File: src/rtl/bdb_pkg.sv
// ----------------------------------------------------------------------------
// bdb_pkg
// shared widths, codes and types of the gbrg bilinear demosaic block
// ----------------------------------------------------------------------------
`default_nettype none

package bdb_pkg;

  localparam int PixW       = 8;
  localparam int CfgW       = 11;
  localparam int CfgIndexW  = 1;
  localparam int MaxWidthDef  = 1024;
  localparam int MaxHeightDef = 1024;

  localparam logic [CfgW-1:0] DimReset = 11'd1024;

  typedef enum logic [CfgIndexW-1:0] {
    REG_IMAGE_WIDTH  = 1'b0,
    REG_IMAGE_HEIGHT = 1'b1
  } reg_index_e;

  typedef enum logic {
    CMD_PIXEL = 1'b0,
    CMD_FLUSH = 1'b1
  } cmd_e;

  // per-word site information, fixed at accept time
  typedef struct packed {
    logic emit;
    logic col0;
    logic x_odd;
    logic y_odd;
    logic first_col;
    logic last_col;
    logic first_row;
    logic last_row;
  } site_t;

endpackage

`default_nettype wire

File: src/rtl/bdb_ctrl.sv
// ----------------------------------------------------------------------------
// bdb_ctrl
// size registers, input and output position counters, site flags
// ----------------------------------------------------------------------------
`default_nettype none

module bdb_ctrl
  import bdb_pkg::*;
#(
  parameter int MAX_WIDTH  = MaxWidthDef,
  parameter int MAX_HEIGHT = MaxHeightDef
) (
  input  wire logic                         clk_i,
  input  wire logic                         rst_ni,
  input  wire logic                         cfg_we_i,
  input  wire logic [CfgIndexW-1:0]         cfg_index_i,
  input  wire logic [CfgW-1:0]              cfg_data_i,
  input  wire logic                         accept_i,
  output logic      [$clog2(MAX_WIDTH)-1:0] rd_addr_o,
  output site_t                             site_o
);

  localparam int CW = $clog2(MAX_WIDTH);
  localparam int RW = $clog2(MAX_HEIGHT);
  localparam int WW = $clog2(MAX_WIDTH + 1);
  localparam int HW = $clog2(MAX_HEIGHT + 1);

  logic [CfgW-1:0] cfg_w_q, cfg_h_q;
  logic [WW-1:0]   w_lim, w_m1;
  logic [HW-1:0]   h_lim, h_m1;

  logic [CW-1:0] in_col_q, in_col_d;
  logic          in_row_nz_q, in_row_nz_d;
  logic [CW-1:0] out_col_q, out_col_d;
  logic [RW-1:0] out_row_q, out_row_d;
  logic          pend_q, pend_d;

  logic in_wrap, pend_now, last_col, last_row;

  always_ff @(posedge clk_i or negedge rst_ni) begin
    if (!rst_ni) begin
      cfg_w_q <= DimReset;
      cfg_h_q <= DimReset;
    end else if (cfg_we_i) begin
      case (cfg_index_i)
        REG_IMAGE_WIDTH:  cfg_w_q <= cfg_data_i;
        REG_IMAGE_HEIGHT: cfg_h_q <= cfg_data_i;
        default: ;
      endcase
    end
  end

  // clamp to [2, max]
  always_comb begin
    if (cfg_w_q < CfgW'(2)) begin
      w_lim = WW'(2);
    end else if (32'(cfg_w_q) > 32'(MAX_WIDTH)) begin
      w_lim = WW'(MAX_WIDTH);
    end else begin
      w_lim = WW'(cfg_w_q);
    end
    if (cfg_h_q < CfgW'(2)) begin
      h_lim = HW'(2);
    end else if (32'(cfg_h_q) > 32'(MAX_HEIGHT)) begin
      h_lim = HW'(MAX_HEIGHT);
    end else begin
      h_lim = HW'(cfg_h_q);
    end
  end

  assign w_m1 = w_lim - WW'(1);
  assign h_m1 = h_lim - HW'(1);

  assign in_wrap  = WW'(in_col_q) >= w_m1;
  assign pend_now = pend_q || (in_row_nz_q && (in_col_q != '0));
  assign last_col = WW'(out_col_q) >= w_m1;
  assign last_row = HW'(out_row_q) >= h_m1;

  assign rd_addr_o = in_col_q;

  always_comb begin
    site_o.emit      = pend_now;
    site_o.col0      = (in_col_q == '0);
    site_o.x_odd     = out_col_q[0];
    site_o.y_odd     = out_row_q[0];
    site_o.first_col = (out_col_q == '0);
    site_o.last_col  = last_col;
    site_o.first_row = (out_row_q == '0);
    site_o.last_row  = last_row;
  end

  always_comb begin
    in_col_d    = in_wrap ? '0 : in_col_q + CW'(1);
    in_row_nz_d = in_row_nz_q || in_wrap;
    out_col_d   = out_col_q;
    out_row_d   = out_row_q;
    pend_d      = pend_now;
    if (pend_now) begin
      if (last_col && last_row) begin
        out_col_d   = '0;
        out_row_d   = '0;
        in_col_d    = '0;
        in_row_nz_d = 1'b0;
        pend_d      = 1'b0;
      end else if (last_col) begin
        out_col_d = '0;
        out_row_d = out_row_q + RW'(1);
      end else begin
        out_col_d = out_col_q + CW'(1);
      end
    end
  end

  always_ff @(posedge clk_i or negedge rst_ni) begin
    if (!rst_ni) begin
      in_col_q    <= '0;
      in_row_nz_q <= 1'b0;
      out_col_q   <= '0;
      out_row_q   <= '0;
      pend_q      <= 1'b0;
    end else if (accept_i) begin
      in_col_q    <= in_col_d;
      in_row_nz_q <= in_row_nz_d;
      out_col_q   <= out_col_d;
      out_row_q   <= out_row_d;
      pend_q      <= pend_d;
    end
  end

endmodule

`default_nettype wire

File: config.mk
export PLATFORM = sky130hd
export DESIGN_NAME = bdb_ctrl
export DESIGN_NICKNAME = d
export VERILOG_FILES = /design/src/rtl/bdb_pkg.sv /design/src/rtl/bdb_ctrl.sv
export SDC_FILE = /design/constraint.sdc
export NUM_CORES = 1
export LEC_CHECK = 0
export BUFFER_PORTS_ARGS = -buffer_cell sky130_fd_sc_hd__buf_2
export CAP_MARGIN = 20
export CELL_PAD_IN_SITES_DETAIL_PLACEMENT = 0
export CELL_PAD_IN_SITES_GLOBAL_PLACEMENT = 1
export CORE_UTILIZATION = 25
export CTS_BUF_LIST = sky130_fd_sc_hd__clkbuf_16
export DETAILED_ROUTE_END_ITERATION = 10
export GPL_ROUTABILITY_DRIVEN = 0
export GPL_TIMING_DRIVEN = 0
export PLACE_DENSITY_LB_ADDON = 0.1
export SYNTH_ARGS = -nofsm -noshare
export SYNTH_HDL_FRONTEND = slang
export SYNTH_SLANG_ARGS = --single-unit
File: constraint.sdc
create_clock -name clk_i -period 5.35 [get_ports clk_i]
set_input_delay 1.07 -clock clk_i [delete_from_list [all_inputs] [get_ports clk_i]]
set_output_delay 1.07 -clock clk_i [all_outputs]
set_load 0.01 [all_outputs]
[Word level (Yosys, flattened, before mapping)]
Cells that the tools add are included.
Storage, ports and cells
  register bits after elaboration: 54
  input bits: 16
  output and inout bits: 18
Cells by class
  add/sub/neg operators: 5
  order comparisons: 7
  muxes and demuxes: 15
  bitwise logic cells: 1
  reduce and logical (&&, ||, !) cells: 13
Operators by type and width (number)
  10-bit two-way mux: 7
  11-bit two-way mux: 4
  10-bit by 11-bit >= comparator with 1-bit output: 3
  10-bit by 1-bit adder with 10-bit output, second input constant: 3
  10-bit logical NOT: 3
  11-bit greater-than comparator, second input constant: 2
  11-bit by 2-bit less-than comparator with 1-bit output, second input constant: 2
  11-bit by 1-bit subtractor with 11-bit output, second input constant: 2
  10-bit nonzero test: 1
  2-bit AND reduction: 3
  1-bit two-way mux: 4
  3-bit AND reduction: 1
  1-bit logical AND: 2
  1-bit logical OR: 2
  2-bit nonzero test: 1
  1-bit NOT: 1

[Logic depth before layout (Yosys ltp)]
  depth in word-level cells: 8
  depth in mapped cells: 19
  depth with buffers taken out: 18

[Least setup slack after synthesis]
OpenSTA, ideal clock, no wires.
  kind: register to output
  from: register cfg_h_q[3]
  to: output site_o[0] in the netlist's numbering
  arrival: 3.460 ns
  slack: 0.820 ns
  cell stages (with the launch flop): 17
  cells stage by stage: dfrtp_1 -> or3_1 -> nor4_1 -> nand2_1 -> o211ai_1 -> ha_1 -> inv_1 -> o311ai_0 -> o21ai_0 -> a21oi_1 -> ha_1 -> a2111oi_0 -> nand2b_1 -> o311ai_0 -> a31oi_1 -> clkbuf_1 -> buf_4
Between the ends
  cells in the longest elaborated chain, start to end: 5
RTL lines
  start: declaration: RTL line bdb_ctrl.sv:28  | logic [CfgW-1:0] cfg_w_q, cfg_h_q;
  start signal: assignment: RTL line bdb_ctrl.sv:43  | cfg_h_q <= DimReset;
  start signal: assignment: RTL line bdb_ctrl.sv:47  | REG_IMAGE_HEIGHT: cfg_h_q <= cfg_data_i;
  11-bit greater-than comparator: RTL line bdb_ctrl.sv:64  | end else if (32'(cfg_h_q) > 32'(MAX_HEIGHT)) begin
  11-bit two-way mux: RTL line bdb_ctrl.sv:64
  11-bit two-way mux (*): RTL line bdb_ctrl.sv:62  | if (cfg_h_q < CfgW'(2)) begin
  11-bit by 1-bit subtractor with 11-bit output (*): RTL line bdb_ctrl.sv:72  | assign h_m1 = h_lim - HW'(1);
  10-bit by 11-bit >= comparator with 1-bit output (*): RTL line bdb_ctrl.sv:77  | assign last_row = HW'(out_row_q) >= h_m1;
  end: declaration: RTL line bdb_ctrl.sv:20  | output site_t site_o
Mark *: on every way between the ends. The rest lies on a longest branch, timed or not.

[Worst setup path in the final report]
  from: register cfg_h_q[4]
  to: output site_o[0] in the netlist's numbering
Same word-level chain as after synthesis.

==> flow_summary.json <==
{
  "p_switching_uw": 598,
  "end_kind": "output port",
  "finalHoldViolations": 0,
  "cap_violations": 0,
  "synth_top_area_cell": "dfrtp_1",
  "coreArea_um2": 14700,
  "wire_per_inst_um": 16.6,
  "drtAntennaViolNets": 0,
  "grt_max_degree": 34,
  "synth_top_area_share": 0.342,
  "hpwl_mm": 8.26,
  "cts_max_path_buffers": 2,
  "synth_area_leaders": "dfrtp_1 34%, ha_1 9.9%, mux2_2 6.5%, nor2_1 3.7%, o21ai_0 3.3%",
  "relSlewSlack": 0.484,
  "skew_ps": 12.4,
  "grtUsageTotal": 0.146,
  "synth_most_common_cell": "dfrtp_1",
  "synth_edf_count": 0,
  "port-buffer-count": 32,
  "power_frac_clock": 0.233,
  "muxShareOfSynthArea": 0.0651,
  "synth_adder_area_share": 0.101,
  "num_antenna_cells": 0,
  "rows": 44,
  "synthXorXnorAreaFrac": 0.0299,
  "grt_pass1_vias": 3251,
  "layout-drive-gt1-share": 0.214,
  "overflow": 0,
  "area_growth_pct": 17.5,
  "stdcell_count": 647,
  "yosys.cell_types.count": 61,
  "cts.sinks": 54,
  "final_nets": 508,
  "cts.clk_slew.worst_paths_ps": 80,
  "outcome": "complete, no violations",
  "synth_cells": 418,
  "drc": 0,
  "min_period_ps": 5060,
  "syn_area_per_cell_um2": 9.10,
  "ys_ff_latch": 54,
  "finalSetupViolations": 0,
  "synth_nets": 464,
  "die_area_um2": 15700,
  "cts_root_buffer": "clkbuf_16",
  "dp.cells": 635,
  "cts_inserted_buffers": 5,
  "tritoncts": "done",
  "post-route-period-util": 0.946,
  "synth_top_family_by_area": "simple AND/OR/NAND/NOR gates",
  "wirelength_mm": 10.8,
  "leakage_uw": 0.00194,
  "vdd_drop_max_mv": 0.124,
  "worstMarginPinSlew_ps": 769,
  "async_flop_share": 1.00,
  "start_kind": "flop",
  "maxSlewViolCount": 0,
  "synthSimpleGateAreaFrac": 0.211,
  "worstPathMaxFanout": 7,
  "synth_seq_area_share": 0.356,
  "mappedNetlistArea_um2": 3800,
  "synthFlopType": "dfrtp_1",
  "internal_power_uw": 911,
  "swShare": 0.396,
  "top_usage_layer": "met2",
  "floorplan.initialDensity": 0.259,
  "drt_first_iter_violations": 159,
  "routed_via_density": 5.02,
  "grtUsageMet3": 0.0287,
  "htreeDepth": 2,
  "grt_antenna_before_repair": 0,
  "hold_path_class": "reg2reg",
  "die-width_um": 125,
  "use_met1": 0.209,
  "met2_usage": 0.221,
  "cts_hold_repair.buffers": 0,
  "pin_count": 34,
  "cp.required_ps": 4280,
  "hold_slack_ps": 519,
  "grt_pass1_wl_mm": 17.8,
  "p_comb_frac": 0.362,
  "clock_latency_ps": 310,
  "drtPass1Iterations": 6,
  "synth_commonest_cells": "52 x dfrtp_1, 37 x nor2_1, 30 x ha_1",
  "die_y_um": 125,
  "synth-compound-area-share": 0.196,
  "crit_arrival_ps": 3990,
  "timing.fmax_mhz": 198,
  "seq_power_share": 0.405,
  "yosysWarnings": 0,
  "vias": 3246,
  "critPathKind": "reg2out",
  "fill_cells": 1560,
  "p_per_area_nw_per_um2": 337
}
==> cell type report <==
class                           instances  area (um2)  share of cell area
Multi-Input combinational cell        329        2350               0.526
Sequential cell                        54        1360               0.303
Tap cell                              184         230              0.0515
Timing Repair Buffer                   39         225              0.0504
Clock buffer                            5         125              0.0280
Buffer                                 17        98.8              0.0221
Inverter                               16        60.1              0.0134
Clock inverter                          3        25.0             0.00560
==> sequential cells by signal, summed over array words and instances (netlist names) <==
| name | count |
|---|---|
| cfg_h_q | 11 |
| out_row_q | 10 |
| out_col_q | 10 |
| in_row_nz_q | 1 |
| pend_q | 1 |
| cfg_w_q | 11 |
| rd_addr_o | 10 |
==> per-layer routing <==
metal	vias to the layer above	wire length (um)
met5	-	0
met4	0	174
met3	10	322
met2	44	4650
met1	1563	5600
li1	1629	-
==> logic make-up after synthesis <==
| logic type | Yosys count |
|---|---|
| flops | 54 |
| fa+ha+maj | 31 |
| simple gates | 153 |
| xor+xnor | 13 |
| compound gates | 110 |
| mux | 22 |
| buf+inv | 35 |
==> power groups by stage <==
stage                     clock [uW]  combinational (uW)  sequential, uW
after detailed placement           0                 543             613
after global placement             0                 533             613
after global routing             390                 631             631
after floorplan                    0                 383             578
after CTS                        370                 546             607
final                            352                 546             611
==> path summary, 6_finish.rpt <==
path | from | endpoint | slack, ps | cells after the start
hold reg to reg | pend_q$_DFFE_PN0P_ | pend_q$_DFFE_PN0P_ | 520 | 1
min in group asynchronous | rst_ni | out_row_q[3]$_DFFE_PN0P_ | 740 | 1
setup / recovery | cfg_h_q[4]$_DFFE_PN0P_ | site_o[0] | 290 | 17
setup reg to reg | cfg_w_q[3]$_DFFE_PN0P_ | out_row_q[6]$_DFFE_PN0P_ | 1290 | 16
hold / removal | pend_q$_DFFE_PN0P_ | pend_q$_DFFE_PN0P_ | 520 | 1
max in group asynchronous | rst_ni | cfg_h_q[10]$_DFFE_PN1P_ | 3970 | 2
==> worst max-delay path, stage by stage (launching register included) <==
cell and delay (ps):
dfrtp_1 430, or3_4 450, nor4_4 300, nand2_2 130
o211ai_1 250, ha_2 240, inv_1 120, o311ai_2 260
o21ai_0 110, a21oi_1 160, ha_1 170, a2111oi_1 60
nand2b_1 80, o311ai_0 120, a31oi_1 340, clkbuf_8 230
buf_4 100, buf_2 110
==> metrics by stage <==
stage	instance area [um2]	worst slack [ps]	power [uW]	TNS, ps	util
2_1_floorplan	3800	820	961	0	-
3_3_place_gp	4200	-205	1150	-205	0.285
3_5_place_dp	4220	-195	1160	-195	0.287
4_1_cts	4390	0.00355	1520	0	0.299
5_1_grt	4470	-22.4	1650	-22.4	0.304
6_report	4470	288	1510	0	0.304
==> timing repair <==
action,CTS,global route
buffers inserted,0,6
endpoints found under the setup margin,2,2
resized for setup,6,10
hold endpoints to repair,0,0
pin swaps,0,4
==> cell usage in the layout (no fill, tap or decap), types with 5 or more instances in the layout <==
master,synthesis,routed
a21oi_1,16,16
o21ai_1,13,13
buf_4,5,11
and3_1,12,12
mux2_2,22,22
nand2_1,26,25
a21o_1,5,5
nor2_1,37,37
xor2_1,8,8
o21ai_0,25,25
clkbuf_16,0,5
nor2b_1,12,12
nand2b_1,12,12
buf_2,3,34
dfrtp_1,52,51
nor3_1,7,7
nand4_1,7,7
xnor2_1,5,5
nand3_1,12,12
a31oi_1,6,6
ha_1,30,28
clkbuf_1,11,8
nor4_1,8,7
inv_1,16,16
(Power assumes the default switching activity.)
