===== src/rtl/bdb_pkg.sv =====
// ----------------------------------------------------------------------------
// bdb_pkg
// shared widths, codes and types of the gbrg bilinear demosaic block
// ----------------------------------------------------------------------------
`default_nettype none

package bdb_pkg;

  localparam int PixW       = 8;
  localparam int CfgW       = 11;
  localparam int CfgIndexW  = 1;
  localparam int MaxWidthDef  = 1024;
  localparam int MaxHeightDef = 1024;

  localparam logic [CfgW-1:0] DimReset = 11'd1024;

  typedef enum logic [CfgIndexW-1:0] {
    REG_IMAGE_WIDTH  = 1'b0,
    REG_IMAGE_HEIGHT = 1'b1
  } reg_index_e;

  typedef enum logic {
    CMD_PIXEL = 1'b0,
    CMD_FLUSH = 1'b1
  } cmd_e;

  // per-word site information, fixed at accept time
  typedef struct packed {
    logic emit;
    logic col0;
    logic x_odd;
    logic y_odd;
    logic first_col;
    logic last_col;
    logic first_row;
    logic last_row;
  } site_t;

endpackage

`default_nettype wire


===== src/rtl/bdb_window.sv =====
// ----------------------------------------------------------------------------
// bdb_window
// 3x3 window taps, edge masking and bilinear color interpolation
// ----------------------------------------------------------------------------
`default_nettype none

module bdb_window
  import bdb_pkg::*;
(
  input  wire logic            clk_i,
  input  wire logic            rst_ni,
  input  wire logic            adv_i,
  input  wire logic [PixW-1:0] col_top_i,
  input  wire logic [PixW-1:0] col_mid_i,
  input  wire logic [PixW-1:0] col_bot_i,
  input  wire site_t           site_i,
  output logic      [PixW-1:0] red_o,
  output logic      [PixW-1:0] green_o,
  output logic      [PixW-1:0] blue_o
);

  logic [PixW-1:0] lt_q [3];
  logic [PixW-1:0] ct_q [3];
  logic [PixW-1:0] col_new [3];
  logic [PixW-1:0] wl [3];
  logic [PixW-1:0] wc [3];
  logic [PixW-1:0] wr [3];
  logic [PixW:0]   hsum, vsum;
  logic [PixW+1:0] csum, dsum;
  logic [PixW-1:0] h_avg, v_avg, cross_avg, diag;

  assign col_new[0] = col_top_i;
  assign col_new[1] = col_mid_i;
  assign col_new[2] = col_bot_i;

  always_ff @(posedge clk_i or negedge rst_ni) begin
    if (!rst_ni) begin
      for (int r = 0; r < 3; r++) begin
        lt_q[r] <= '0;
        ct_q[r] <= '0;
      end
    end else if (adv_i) begin
      for (int r = 0; r < 3; r++) begin
        lt_q[r] <= site_i.col0 ? '0 : ct_q[r];
        ct_q[r] <= col_new[r];
      end
    end
  end

  // out-of-frame neighbours read as zero
  always_comb begin
    for (int r = 0; r < 3; r++) begin
      wl[r] = site_i.first_col ? '0 : lt_q[r];
      wc[r] = ct_q[r];
      wr[r] = (site_i.last_col || site_i.col0) ? '0 : col_new[r];
    end
    if (site_i.first_row) begin
      wl[0] = '0;
      wc[0] = '0;
      wr[0] = '0;
    end
    if (site_i.last_row) begin
      wl[2] = '0;
      wc[2] = '0;
      wr[2] = '0;
    end
  end

  assign hsum      = {1'b0, wl[1]} + {1'b0, wr[1]};
  assign vsum      = {1'b0, wc[0]} + {1'b0, wc[2]};
  assign csum      = {1'b0, hsum} + {1'b0, vsum};
  assign dsum      = {2'b00, wl[0]} + {2'b00, wr[0]} + {2'b00, wl[2]} + {2'b00, wr[2]};
  assign h_avg     = hsum[PixW:1];
  assign v_avg     = vsum[PixW:1];
  assign cross_avg = csum[PixW+1:2];
  assign diag      = dsum[PixW+1:2];

  always_comb begin
    case ({site_i.y_odd, site_i.x_odd})
      2'b00: begin
        green_o = wc[1];
        blue_o  = h_avg;
        red_o   = v_avg;
      end
      2'b01: begin
        blue_o  = wc[1];
        green_o = cross_avg;
        red_o   = diag;
      end
      2'b10: begin
        red_o   = wc[1];
        green_o = cross_avg;
        blue_o  = diag;
      end
      default: begin
        green_o = wc[1];
        blue_o  = v_avg;
        red_o   = h_avg;
      end
    endcase
  end

endmodule

`default_nettype wire


===== config.mk =====
export PLATFORM = sky130hd
export DESIGN_NAME = bdb_window
export DESIGN_NICKNAME = d
export VERILOG_FILES = /design/src/rtl/bdb_pkg.sv /design/src/rtl/bdb_window.sv
export SDC_FILE = /design/constraint.sdc
export NUM_CORES = 1
export LEC_CHECK = 0
export BUFFER_PORTS_ARGS = -buffer_cell sky130_fd_sc_hd__buf_2
export CORE_MARGIN = 2
export CORE_UTILIZATION = 40
export DETAILED_ROUTE_END_ITERATION = 7
export GPL_TIMING_DRIVEN = 1
export PLACE_DENSITY = 0.56
export SYNTH_ARGS = -nofsm -noshare
export SYNTH_HDL_FRONTEND = slang
export SYNTH_SLANG_ARGS = --single-unit

===== constraint.sdc =====
create_clock -name clk_i -period 5.2 [get_ports clk_i]
set_input_delay 0.52 -clock clk_i [delete_from_list [all_inputs] [get_ports clk_i]]
set_output_delay 0.52 -clock clk_i [all_outputs]
set_load 0.01 [all_outputs]

* After elaboration in Yosys (flattened, before gate mapping)
Cells that the tools add are included.
** Word-level totals
- Bits of input ports :: 35
- Register bits after elaboration :: 48
** Operators by class
- Add/sub/neg operators :: 6
- Muxes and demuxes :: 18
- Equal/unequal tests :: 2
- Reduce and logical (&&, ||, !) cells :: 3
** Operators with widths (number)
- 8-bit 2-to-1 mux :: 16
- 8-bit case mux with 3 select lines :: 2
- 8-bit by 8-bit adder with 9-bit output :: 3
- 10-bit by 8-bit adder with 10-bit output :: 1
- 9-bit by 8-bit adder with 10-bit output :: 1
- 9-bit by 9-bit adder with 10-bit output :: 1
- 2-bit by 1-bit == test with 1-bit output, second input constant :: 1
- 2-bit == test, second input constant :: 1
- 2-bit logical NOT :: 1
- 2-bit OR reduction :: 1
- 1-bit logical OR :: 1

* Longest topological paths before layout
Gate-level depths: netlist of the first run.
- Depth in word-level cells :: 7
- Mapped depth :: 17
- Gate-level depth less buffers :: 16

* Least setup slack after synthesis of the first run
OpenSTA, ideal clock, no wires.
- Path type :: input port to output port
- Start :: input port site_i[6] (netlist name)
- End :: output port blue_o[5]
- Path slack :: 843 ps
- Arrival time :: 3837 ps
- Cell stages on the path :: 14
- Required time :: 4680 ps
- Cells stage by stage :: buf_6 nor3_1 and2_1 fa_1 fa_1 nand2_1 nor3_1 fa_1 a21o_1 a21oi_1 nor2_1 o31ai_1 nand3_1 a31oi_1
** On the way
- Word-level cells in the longest chain between the ends :: 7
** RTL lines
- from (decl) :: RTL line bdb_window.sv:16 : input wire site_t site_i,
- 1-bit logical OR * :: RTL line bdb_window.sv:55 : wr[r] = (site_i.last_col || site_i.col0) ? '0 : col_new[r];
- 8-bit 2-to-1 mux :: RTL line bdb_window.sv:55
- 8-bit 2-to-1 mux :: RTL line bdb_window.sv:57 : if (site_i.first_row) begin
- 8-bit by 8-bit adder with 9-bit output :: RTL line bdb_window.sv:72 : assign dsum = {2'b00, wl[0]} + {2'b00, wr[0]} + {2'b00, wl[2]} + {2'b00, wr[2]};
- 9-bit by 8-bit adder with 10-bit output :: RTL line bdb_window.sv:72
- 10-bit by 8-bit adder with 10-bit output :: RTL line bdb_window.sv:72
- 8-bit case mux with 3 select lines * :: RTL line bdb_window.sv:79 : case ({site_i.y_odd, site_i.x_odd})
- to (decl) :: RTL line bdb_window.sv:19 : output logic [PixW-1:0] blue_o
Every way passes the cells marked *; elsewhere a longest branch is shown, timed or not.

* Final worst setup path of the first run
- Start :: input port site_i[2] (netlist name)
- End :: output port red_o[5]
** On the way
- Word-level cells in the longest chain between the ends :: 7
** RTL lines
- 1-bit logical OR * :: RTL line bdb_window.sv:55
- 8-bit 2-to-1 mux :: RTL line bdb_window.sv:55
- 8-bit 2-to-1 mux :: RTL line bdb_window.sv:57
- 8-bit by 8-bit adder with 9-bit output :: RTL line bdb_window.sv:72
- 9-bit by 8-bit adder with 10-bit output :: RTL line bdb_window.sv:72
- 10-bit by 8-bit adder with 10-bit output :: RTL line bdb_window.sv:72
- 8-bit case mux with 3 select lines * :: RTL line bdb_window.sv:79
- to (decl) :: RTL line bdb_window.sv:17 : output logic [PixW-1:0] red_o,
Marked as above.

==> results.sh, run 1 <==
export IMPL_grt_pass1_wl_um=19300
export IMPL_postCtsSetupRepairBufs=0
export IMPL_place_port_buffers=57
export IMPL_slew_violations=0
export IMPL_path_class="input pin to output pin"
export IMPL_grtUsageMet1_pct=27.6
export IMPL_ys_ff_latch=48
export IMPL_required_ps=4680
export IMPL_whs_ps=311
export IMPL_cts_htree_levels=2
export IMPL_synth_top_family_by_area="simple AND/OR/NAND/NOR gates"
export IMPL_use_met2_pct=35.2
export IMPL_synth_mux_area_share_pct=7.23
export IMPL_clock_path_buffers=2
export IMPL_drc_errors=0
export IMPL_grt_usage_pct=20.8
export IMPL_yosysTopAreaCellShare_pct=26.9
export IMPL_hold_buffers=0
export IMPL_path_clk_slew_ps=100
export IMPL_synth_compound_area_share_pct=17.5
export IMPL_worstPathArrival_ps=4160
export IMPL_yosysMostFrequentCell="inv_1"
export IMPL_drtAntennaViolNets=0
export IMPL_skew_ps=5.81
export IMPL_met3_usage_pct=2.96
export IMPL_yosys_warnings=0
export IMPL_nNetsFinal=652
export IMPL_synth_distinct_cells=48
export IMPL_wire_per_inst_um=17.3
export IMPL_status="finished, final reports clean"
export IMPL_start_kind="input pin"
export IMPL_power_w=0.00111
export IMPL_synth_seq_area_share_pct=26.9
export IMPL_grt_max_degree=49
export IMPL_syn_instance_count=514
export IMPL_fin_setup_tns_ps=0
export IMPL_yosys_top_cells_count="inv_1, dfrtp_1, o21ai_0"
export IMPL_die_w_um=110
export IMPL_antennaDiodeCount=0
export IMPL_dieArea_mm2=0.0120
export IMPL_post_cts_resized=0
export IMPL_syn2layout_area_growth_pct=11.9
export IMPL_worstSkewPairLatency_ps=300
export IMPL_relSlewSlack_pct=57.2
export IMPL_hpwl_um=9510
export IMPL_viasPerCell=5.47
export IMPL_grt_pass1_vias=3792
export IMPL_grt_most_used_layer="met2"
export IMPL_drt_iter0_drc=178
export IMPL_wirelength_um=12200
export IMPL_dr_pass1_iters=4
export IMPL_irDropWorstVdd_uv=123
export IMPL_timing_final_crit_share_pct=90.1
export IMPL_leakagePower_nw=2.36
export IMPL_vias=3856
export IMPL_powerDensity_mw_per_mm2=222
export IMPL_timing_fmax_mhz=213
export IMPL_cts_root_buf="clkbuf_8"
export IMPL_ios=59
export IMPL_synth_fa_ha_area_share_pct=17.9
export IMPL_hold_viol_final=0
export IMPL_dp_cells=697
export IMPL_drive_above_1_share_pct=18.9
export IMPL_synth_top_cell_by_area="dfrtp_1"
export IMPL_antenna_found_initial=0
export IMPL_holdCritPathClass="input pin to asynchronous set/reset pin"
export IMPL_syn_num_nets=602
export IMPL_gp_congestion=0.919
export IMPL_cts_buffers=5
export IMPL_rsz0062_at_grt="no"
export IMPL_synth_edf_count=0
export IMPL_synth_area_top_cells="dfrtp_1, ha_1, fa_1"
export IMPL_coreArea_mm2=0.0108
export IMPL_period_minus_slack_ps=4680
export IMPL_worst_pin_slew_ps=641
export IMPL_start_util_pct=41.2
export IMPL_async_flop_share_pct=100
export IMPL_synth_main_ff_cell="dfrtp_1"
export IMPL_avgSynthCellArea_um2=8.68
export IMPL_layout_cells_non_filler=705
export IMPL_die_h_um=110
export IMPL_path_max_fanout=7
export IMPL_setup_viol=0
export IMPL_synth_xor_area_share_pct=3.34
export IMPL_overflow=0
export IMPL_syn_area_mm2=0.00446
export IMPL_row_count=38
export IMPL_end_kind="output pin"
export IMPL_drv_cap=0
export IMPL_cts_tree="done"
export IMPL_synth_simple_area_share_pct=19.3
export IMPL_clock_sinks=48
==> sequential cells by signal (all words and copies together), names as in the netlist <==
signal	cells
lt_q	24
ct_q	24
==> final cells by class <==
type	count	area, um^2
tap	140	175
clock inverter	2	13.8
timing repair buffer	67	360
multi-input combinational	375	2910
clock buffer	6	82.6
inverter	67	251
sequential	48	1200
fill	1055	5850
==> critical path, stage by stage <==
cell and delay [ps]:
buf_2 140, nor3_1 70, buf_4 160, and2_1 170
fa_1 480, inv_1 60, fa_1 530, inv_1 70
fa_1 450, a21o_1 170, a21oi_1 300, nor2_1 90
o31ai_1 450, nand3_1 130, a31oi_1 220, buf_2 160
==> metrics by stage <==
step	utilization (%)	cell area, um^2	worst slack [ps]
floorplan	-	4460	843
CTS	46.1	4990	529
finish	46.1	4990	516
global route	46.1	4990	191
global placement	45.2	4900	581
detailed placement	45.2	4900	529
==> cell usage in the layout (no fill, tap or decap), types with 10 or more instances in the layout <==
cell type	instances
nand3b_1	25
nor3_1	24
a21oi_1	24
nor2_1	29
dfrtp_1	48
and2_1	17
xnor2_1	14
nand3_1	10
fa_1	18
o21ai_0	36
nand2_1	24
inv_1	67
buf_2	57
ha_1	35
buf_4	10
mux2_2	26
nor2b_1	18
==> worst paths after layout <==
kind | startpoint | cells past startpoint | slack [ps] | end
worst min-delay path | rst_ni | 2 | 310 | lt_q[10]$_DFFE_PN0P_
worst max-delay path | site_i[2] | 16 | 520 | red_o[5]
worst max register to register | ct_q[14]$_DFFE_PN0P_ | 1 | 4320 | ct_q[14]$_DFFE_PN0P_
max in group asynchronous | rst_ni | 2 | 4450 | ct_q[23]$_DFFE_PN0P_
min in group clk_i | col_mid_i[2] | 3 | 450 | ct_q[10]$_DFFE_PN0P_
worst min register to register | ct_q[16]$_DFFE_PN0P_ | 1 | 540 | ct_q[16]$_DFFE_PN0P_
==> routing by layer <==
layer | part of all wire [%] | vias to the layer above
li1 | - | 1871
met1 | 46 | 1874
met2 | 47 | 90
met3 | 4.0 | 21
met4 | 3.1 | 0
met5 | 0 | -
==> power by group <==
group	leakage, nW	switching, W	internal [W]
combinational	1.72	0.000237	0.000185
clock	0.0516	0.000142	0.000109
sequential	0.595	0.0000275	0.000409
total	2.36	0.000406	0.000703
==> cells by family (layout without fill, tap and decap cells) <==
| group | after synthesis | in the layout |
|---|---|---|
| adder cells (fa/ha/maj) | 53 | 53 |
| flip-flops | 48 | 48 |
| XOR/XNOR | 17 | 17 |
| AND/OR/NAND/NOR | 158 | 158 |
| buffers and inverters | 91 | 142 |
| AO/OA/AOI/OAI | 118 | 118 |
| multiplexers | 29 | 29 |
Power figures use the tool's default switching activity.
==> run 2: changes to the inputs <==
==> constraint.sdc (replaced) <==
create_clock -name clk_i -period 5.2 [get_ports clk_i]
set_input_delay 0.52 -clock clk_i [delete_from_list [all_inputs] [get_ports clk_i]]
set_output_delay 0.52 -clock clk_i [all_outputs]
set_load 0.1 [all_outputs]
==> run 2 against run 1 <==
  * Sequential share of layout area down 0.33 points
  * Register-to-register slack worse by 40 ps
  * Largest power group is now combinational cells
  * Critical endpoint is now blue_o[5]
  * Cell count down 0.28%
  * Clock skew about the same
  * Total power up 21%
  * Core utilization up 0.63 points
  * Global-route usage down 0.16 points
  * Worst setup slack worse by 25 ps
  * Die area unchanged
  * Hold slack worse by 3.6 ps
==> results.sh, run 2 (synthesis results as in run 1) <==
export IMPL_status="finished, final reports clean"
export IMPL_p_sw_w=0.000644
export IMPL_worstPathArrival_ps=4190
export IMPL_setup_viol=0
export IMPL_nNetsFinal=651
export IMPL_coreArea_mm2=0.0108
export IMPL_leakagePower_nw=2.37
export IMPL_viasPerCell=5.43
export IMPL_p_int_w=0.000700
export IMPL_cts_root_buf="clkbuf_8"
export IMPL_seqPwrFrac_pct=32.5
export IMPL_dieArea_mm2=0.0120
export IMPL_hold_buffers=0
export IMPL_r2r_end="ct_q[13]$_DFFE_PN0P_"
export IMPL_end_kind="output pin"
export IMPL_antenna_found_initial=0
export IMPL_hold_viol_final=0
export IMPL_place_ws_ps=451
export IMPL_grt_usage_pct=20.7
export IMPL_wire_per_inst_um=16.8
export IMPL_path_clk_slew_ps=90
export IMPL_whs_ps=308
export IMPL_reg_top3="ct_q x24, lt_q x24"
export IMPL_period_minus_slack_ps=4710
export IMPL_row_count=38
export IMPL_dr_pass1_iters=5
export IMPL_final_cell_mix="inv_1, buf_2, dfrtp_1"
export IMPL_pwr_share_clk_pct=16.8
export IMPL_path_class="input pin to output pin"
export IMPL_post_cts_resized=0
export IMPL_r2r_slack_ps=4280
export IMPL_drv_cap=0
export IMPL_clock_sinks=48
export IMPL_holdCritPathClass="input pin to asynchronous set/reset pin"
export IMPL_clock_path_buffers=2
export IMPL_grt_pass1_vias=3674
export IMPL_drive_above_1_share_pct=19.5
export IMPL_hpwl_um=9190
export IMPL_worstSkewPairLatency_ps=310
export IMPL_p_sw_share_pct=47.9
export IMPL_cts_buffers=5
export IMPL_dp_cells=696
export IMPL_vias=3814
export IMPL_powerDensity_mw_per_mm2=265
export IMPL_rsz0062_at_grt="no"
export IMPL_rr_worst_depth=1
export IMPL_mostFrequentLayoutCell="inv_1"
export IMPL_syn2layout_area_growth_pct=13.5
export IMPL_timing_final_crit_share_pct=90.6
export IMPL_wirelength_um=11800
export IMPL_place_port_buffers=57
export IMPL_required_ps=4680
export IMPL_grt_max_degree=75
export IMPL_ios=59
export IMPL_grt_pass1_wl_um=19000
export IMPL_cts_htree_levels=2
export IMPL_irDropWorstVdd_uv=234
export IMPL_reg2reg_from="ct_q[13]$_DFFE_PN0P_"
export IMPL_fin_setup_tns_ps=0
export IMPL_postCtsSetupRepairBufs=0
export IMPL_drt_iter0_drc=215
export IMPL_setup_slack_ps=491
export IMPL_start_util_pct=41.2
export IMPL_worst_pin_slew_ps=742
export IMPL_path_max_fanout=22
export IMPL_overflow=0
export IMPL_die_h_um=110
export IMPL_skew_ps=5.42
export IMPL_drtAntennaViolNets=0
export IMPL_slew_violations=0
export IMPL_timing_fmax_mhz=212
export IMPL_cts_tree="done"
export IMPL_drc_errors=0
export IMPL_layout_cells_non_filler=703
export IMPL_antennaDiodeCount=0
export IMPL_p_comb_share_pct=50.7
export IMPL_gp_congestion=0.891
export IMPL_start_kind="input pin"
export IMPL_die_w_um=110
export IMPL_relSlewSlack_pct=50.6
run 2: routing by layer:
layer | up-vias | GRT usage (%) | routed length, um
met4 | 0 | 4.97 | 234
met3 | 13 | 3.08 | 377
met2 | 75 | 35.6 | 5750
met1 | 1851 | 27.2 | 5450
li1 | 1875 | - | -
met5 | - | 0 | 0
run 2: metrics by stage:
step	utilization, %	cell area (um^2)	total power, W
2_1_floorplan	-	4490	0.000970
3_3_place_gp	45.9	4980	0.00111
3_5_place_dp	45.9	4980	0.00112
4_1_cts	46.7	5060	0.00135
5_1_grt	46.7	5060	0.00142
6_report	46.7	5060	0.00134
run 2: final cells by class:
class | count | area (um^2)
fill | 1072 | 5780
multi-input combinational | 375 | 2940
sequential | 48 | 1200
timing repair buffer | 66 | 413
inverter | 67 | 251
tap | 140 | 175
clock buffer | 5 | 68.8
clock inverter | 2 | 12.5
run 2: worst max-delay path: stages:
cell and delay, ps:
buf_2 390, nor3_1 150, fa_1 560, inv_1 60, fa_1 530, inv_1 70
fa_1 460, a21o_1 170, a21oi_1 190, nor2_1 70, o31ai_1 240, buf_4 180
nand3_1 80, a31oi_2 300, buf_12 210
run 2: how the worst max path moves through the flow:
| stage | slack, ps | cells past startpoint | startpoint | end |
|---|---|---|---|---|
| floorplan | 30 | 14 | site_i[6] | blue_o[6] |
| global placement | 520 | 17 | site_i[6] | red_o[5] |
| detailed placement | 450 | 17 | site_i[6] | blue_o[5] |
| CTS | 460 | 17 | site_i[6] | blue_o[5] |
| global route | 230 | 15 | site_i[3] | red_o[5] |
| finish | 490 | 15 | site_i[3] | blue_o[5] |
run 2: power groups by stage:
stage	combinational [W]	clock (W)	sequential (W)
floorplan	0.000538	0	0.000432
global placement	0.000672	0	0.000442
detailed placement	0.000678	0	0.000444
CTS	0.000682	0.000235	0.000436
global route	0.000732	0.000249	0.000441
finish	0.000681	0.000226	0.000436
==> run 3: changes to the inputs <==
- SLEW_MARGIN: not set -> 20
- clock period: 5.2 -> 4.85 ns (I/O delays scaled with it)
==> run 3 against run 2 <==
  * Non-clock buffer count increased by 4
  * Sequential power is 7.1% higher
  * Core utilization is 1.9 points higher
  * Clock skew rose by 6.7 ps
  * First-iteration DRC count is 30% lower
  * Critical path type unchanged
  * Highest routed layer unchanged
==> results.sh, run 3 (synthesis results as in run 1) <==
export IMPL_status="finished, final reports clean"
export IMPL_cp_slowest_cell="fa_1"
export IMPL_grt_pass1_vias=3841
export IMPL_placed_area_mm2=0.00518
export IMPL_final_util_pct=48.6
export IMPL_drtAntennaViolNets=0
export IMPL_die_w_um=110
export IMPL_cts_htree_levels=2
export IMPL_num_fill_cells=1064
export IMPL_hold_viol_final=0
export IMPL_skew_ps=12.1
export IMPL_regArea_mm2=0.00120
export IMPL_overflow=0
export IMPL_crit_top_cell="fa_1"
export IMPL_start_util_pct=41.2
export IMPL_gp_congestion=0.878
export IMPL_reg_top3="ct_q x24, lt_q x24"
export IMPL_r2r_end="ct_q[14]$_DFFE_PN0P_"
export IMPL_row_count=38
export IMPL_irDropWorstVdd_uv=254
export IMPL_place_ws_ps=267
export IMPL_dr_pass1_iters=5
export IMPL_vias=3794
export IMPL_holdCritPathClass="input pin to asynchronous set/reset pin"
export IMPL_final_cell_mix="inv_1, dfrtp_1, buf_2"
export IMPL_postCtsSetupRepairBufs=0
export IMPL_relSlewSlack_pct=45.4
export IMPL_hpwl_um=9540
export IMPL_clock_sinks=48
export IMPL_ios=59
export IMPL_end_kind="output pin"
export IMPL_worstSkewPairLatency_ps=310
export IMPL_required_ps=4370
export IMPL_drc_errors=0
export IMPL_rr_worst_depth=1
export IMPL_power_w=0.00150
export IMPL_drv_cap=0
export IMPL_worstPathArrival_ps=4090
export IMPL_start_kind="input pin"
export IMPL_clock_path_buffers=2
export IMPL_place_port_buffers=57
export IMPL_antennaDiodeCount=0
export IMPL_dp_cells=700
export IMPL_critPathTopFamily="adder cells"
export IMPL_path_clk_slew_ps=100
export IMPL_wirelength_um=11700
export IMPL_drt_iter0_drc=151
export IMPL_cts_root_buf="clkbuf_8"
export IMPL_nNetsFinal=655
export IMPL_drive_above_1_share_pct=22.0
export IMPL_worst_pin_slew_ps=819
export IMPL_wire_per_inst_um=16.5
export IMPL_path_class="input pin to output pin"
export IMPL_reg2reg_from="ct_q[14]$_DFFE_PN0P_"
export IMPL_startpoint="site_i[0]"
export IMPL_worst_path_stages=17
export IMPL_grt_usage_pct=21.0
export IMPL_setup_viol=0
export IMPL_timing_fmax_mhz=219
export IMPL_cts_tree="done"
export IMPL_grt_pass1_wl_um=19400
export IMPL_layout_cells_non_filler=708
export IMPL_viasPerCell=5.36
export IMPL_period_minus_slack_ps=4570
export IMPL_crit_end="blue_o[5]"
export IMPL_path_buf_inv=6
export IMPL_rsz0062_at_grt="no"
export IMPL_powerDensity_mw_per_mm2=284
export IMPL_crit_chain="buf_2, nor3_1, buf_4, and2_1, fa_1, inv_1, fa_1, inv_1, fa_1, a21o_1, a21oi_1, nor2_1, o31ai_1, buf_4, nand3_1, a31oi_2, buf_12"
export IMPL_cts_buffers=5
export IMPL_timing_final_crit_share_pct=94.3
export IMPL_slew_violations=0
export IMPL_grt_max_degree=42
export IMPL_leakagePower_nw=2.42
export IMPL_path_max_fanout=8
export IMPL_die_h_um=110
export IMPL_coreArea_mm2=0.0108
export IMPL_syn2layout_area_growth_pct=18.1
export IMPL_dieArea_mm2=0.0120
export IMPL_r2r_slack_ps=3960
export IMPL_multiInputGateArea_mm2=0.00300
export IMPL_mostFrequentLayoutCell="inv_1"
export IMPL_setup_slack_ps=279
export IMPL_cpPeakStageDelay_ps=540
export IMPL_antenna_found_initial=0
export IMPL_final_cell_area_mm2=0.00527
[run 3: worst min path at each step]
stage                                     end  slack, ps
after global placement    ct_q[7]$_DFFE_PN0P_        510
final                     ct_q[0]$_DFFE_PN0P_        220
after global routing      ct_q[0]$_DFFE_PN0P_        250
after detailed placement  ct_q[7]$_DFFE_PN0P_        520
after CTS                 ct_q[0]$_DFFE_PN0P_        240
after floorplan           ct_q[0]$_DFFE_PN0P_        190
[run 3: final cells by class]
type	count	area share (%)
clock inverter	1	0.166
inverter	67	4.77
multi-input combinational	375	57.0
clock buffer	7	1.45
tap	140	3.32
timing repair buffer	70	10.5
sequential	48	22.8
[run 3: metrics by stage]
| step | hold slack [ps] | TNS, ps |
|---|---|---|
| floorplan | 189 | -206 |
| global placement | 515 | 0 |
| detailed placement | 518 | 0 |
| CTS | 239 | 0 |
| global route | 252 | 0 |
| finish | 220 | 0 |
[run 3: routing by layer]
| layer | GRT usage (%) | routed length (um) | vias to the layer above |
|---|---|---|---|
| li1 | - | - | 1879 |
| met1 | 27.7 | 5460 | 1831 |
| met2 | 36.6 | 5770 | 77 |
| met3 | 3.02 | 373 | 7 |
| met4 | 3.98 | 70 | 0 |
| met5 | 0 | 0 | - |
[run 3: timing repair]
| item | in CTS | in global routing |
|---|---|---|
| resized for setup | 0 | 1 |
| setup endpoints to repair | 0 | 1 |
| endpoints found under the hold margin | 0 | 0 |
| hold buffers | 0 | 0 |
[run 3: report_power, final]
group	total (W)	internal, W	switching, W
logic	0.000782	0.000254	0.000528
registers	0.000467	0.000439	0.0000282
clock network	0.000248	0.000103	0.000144
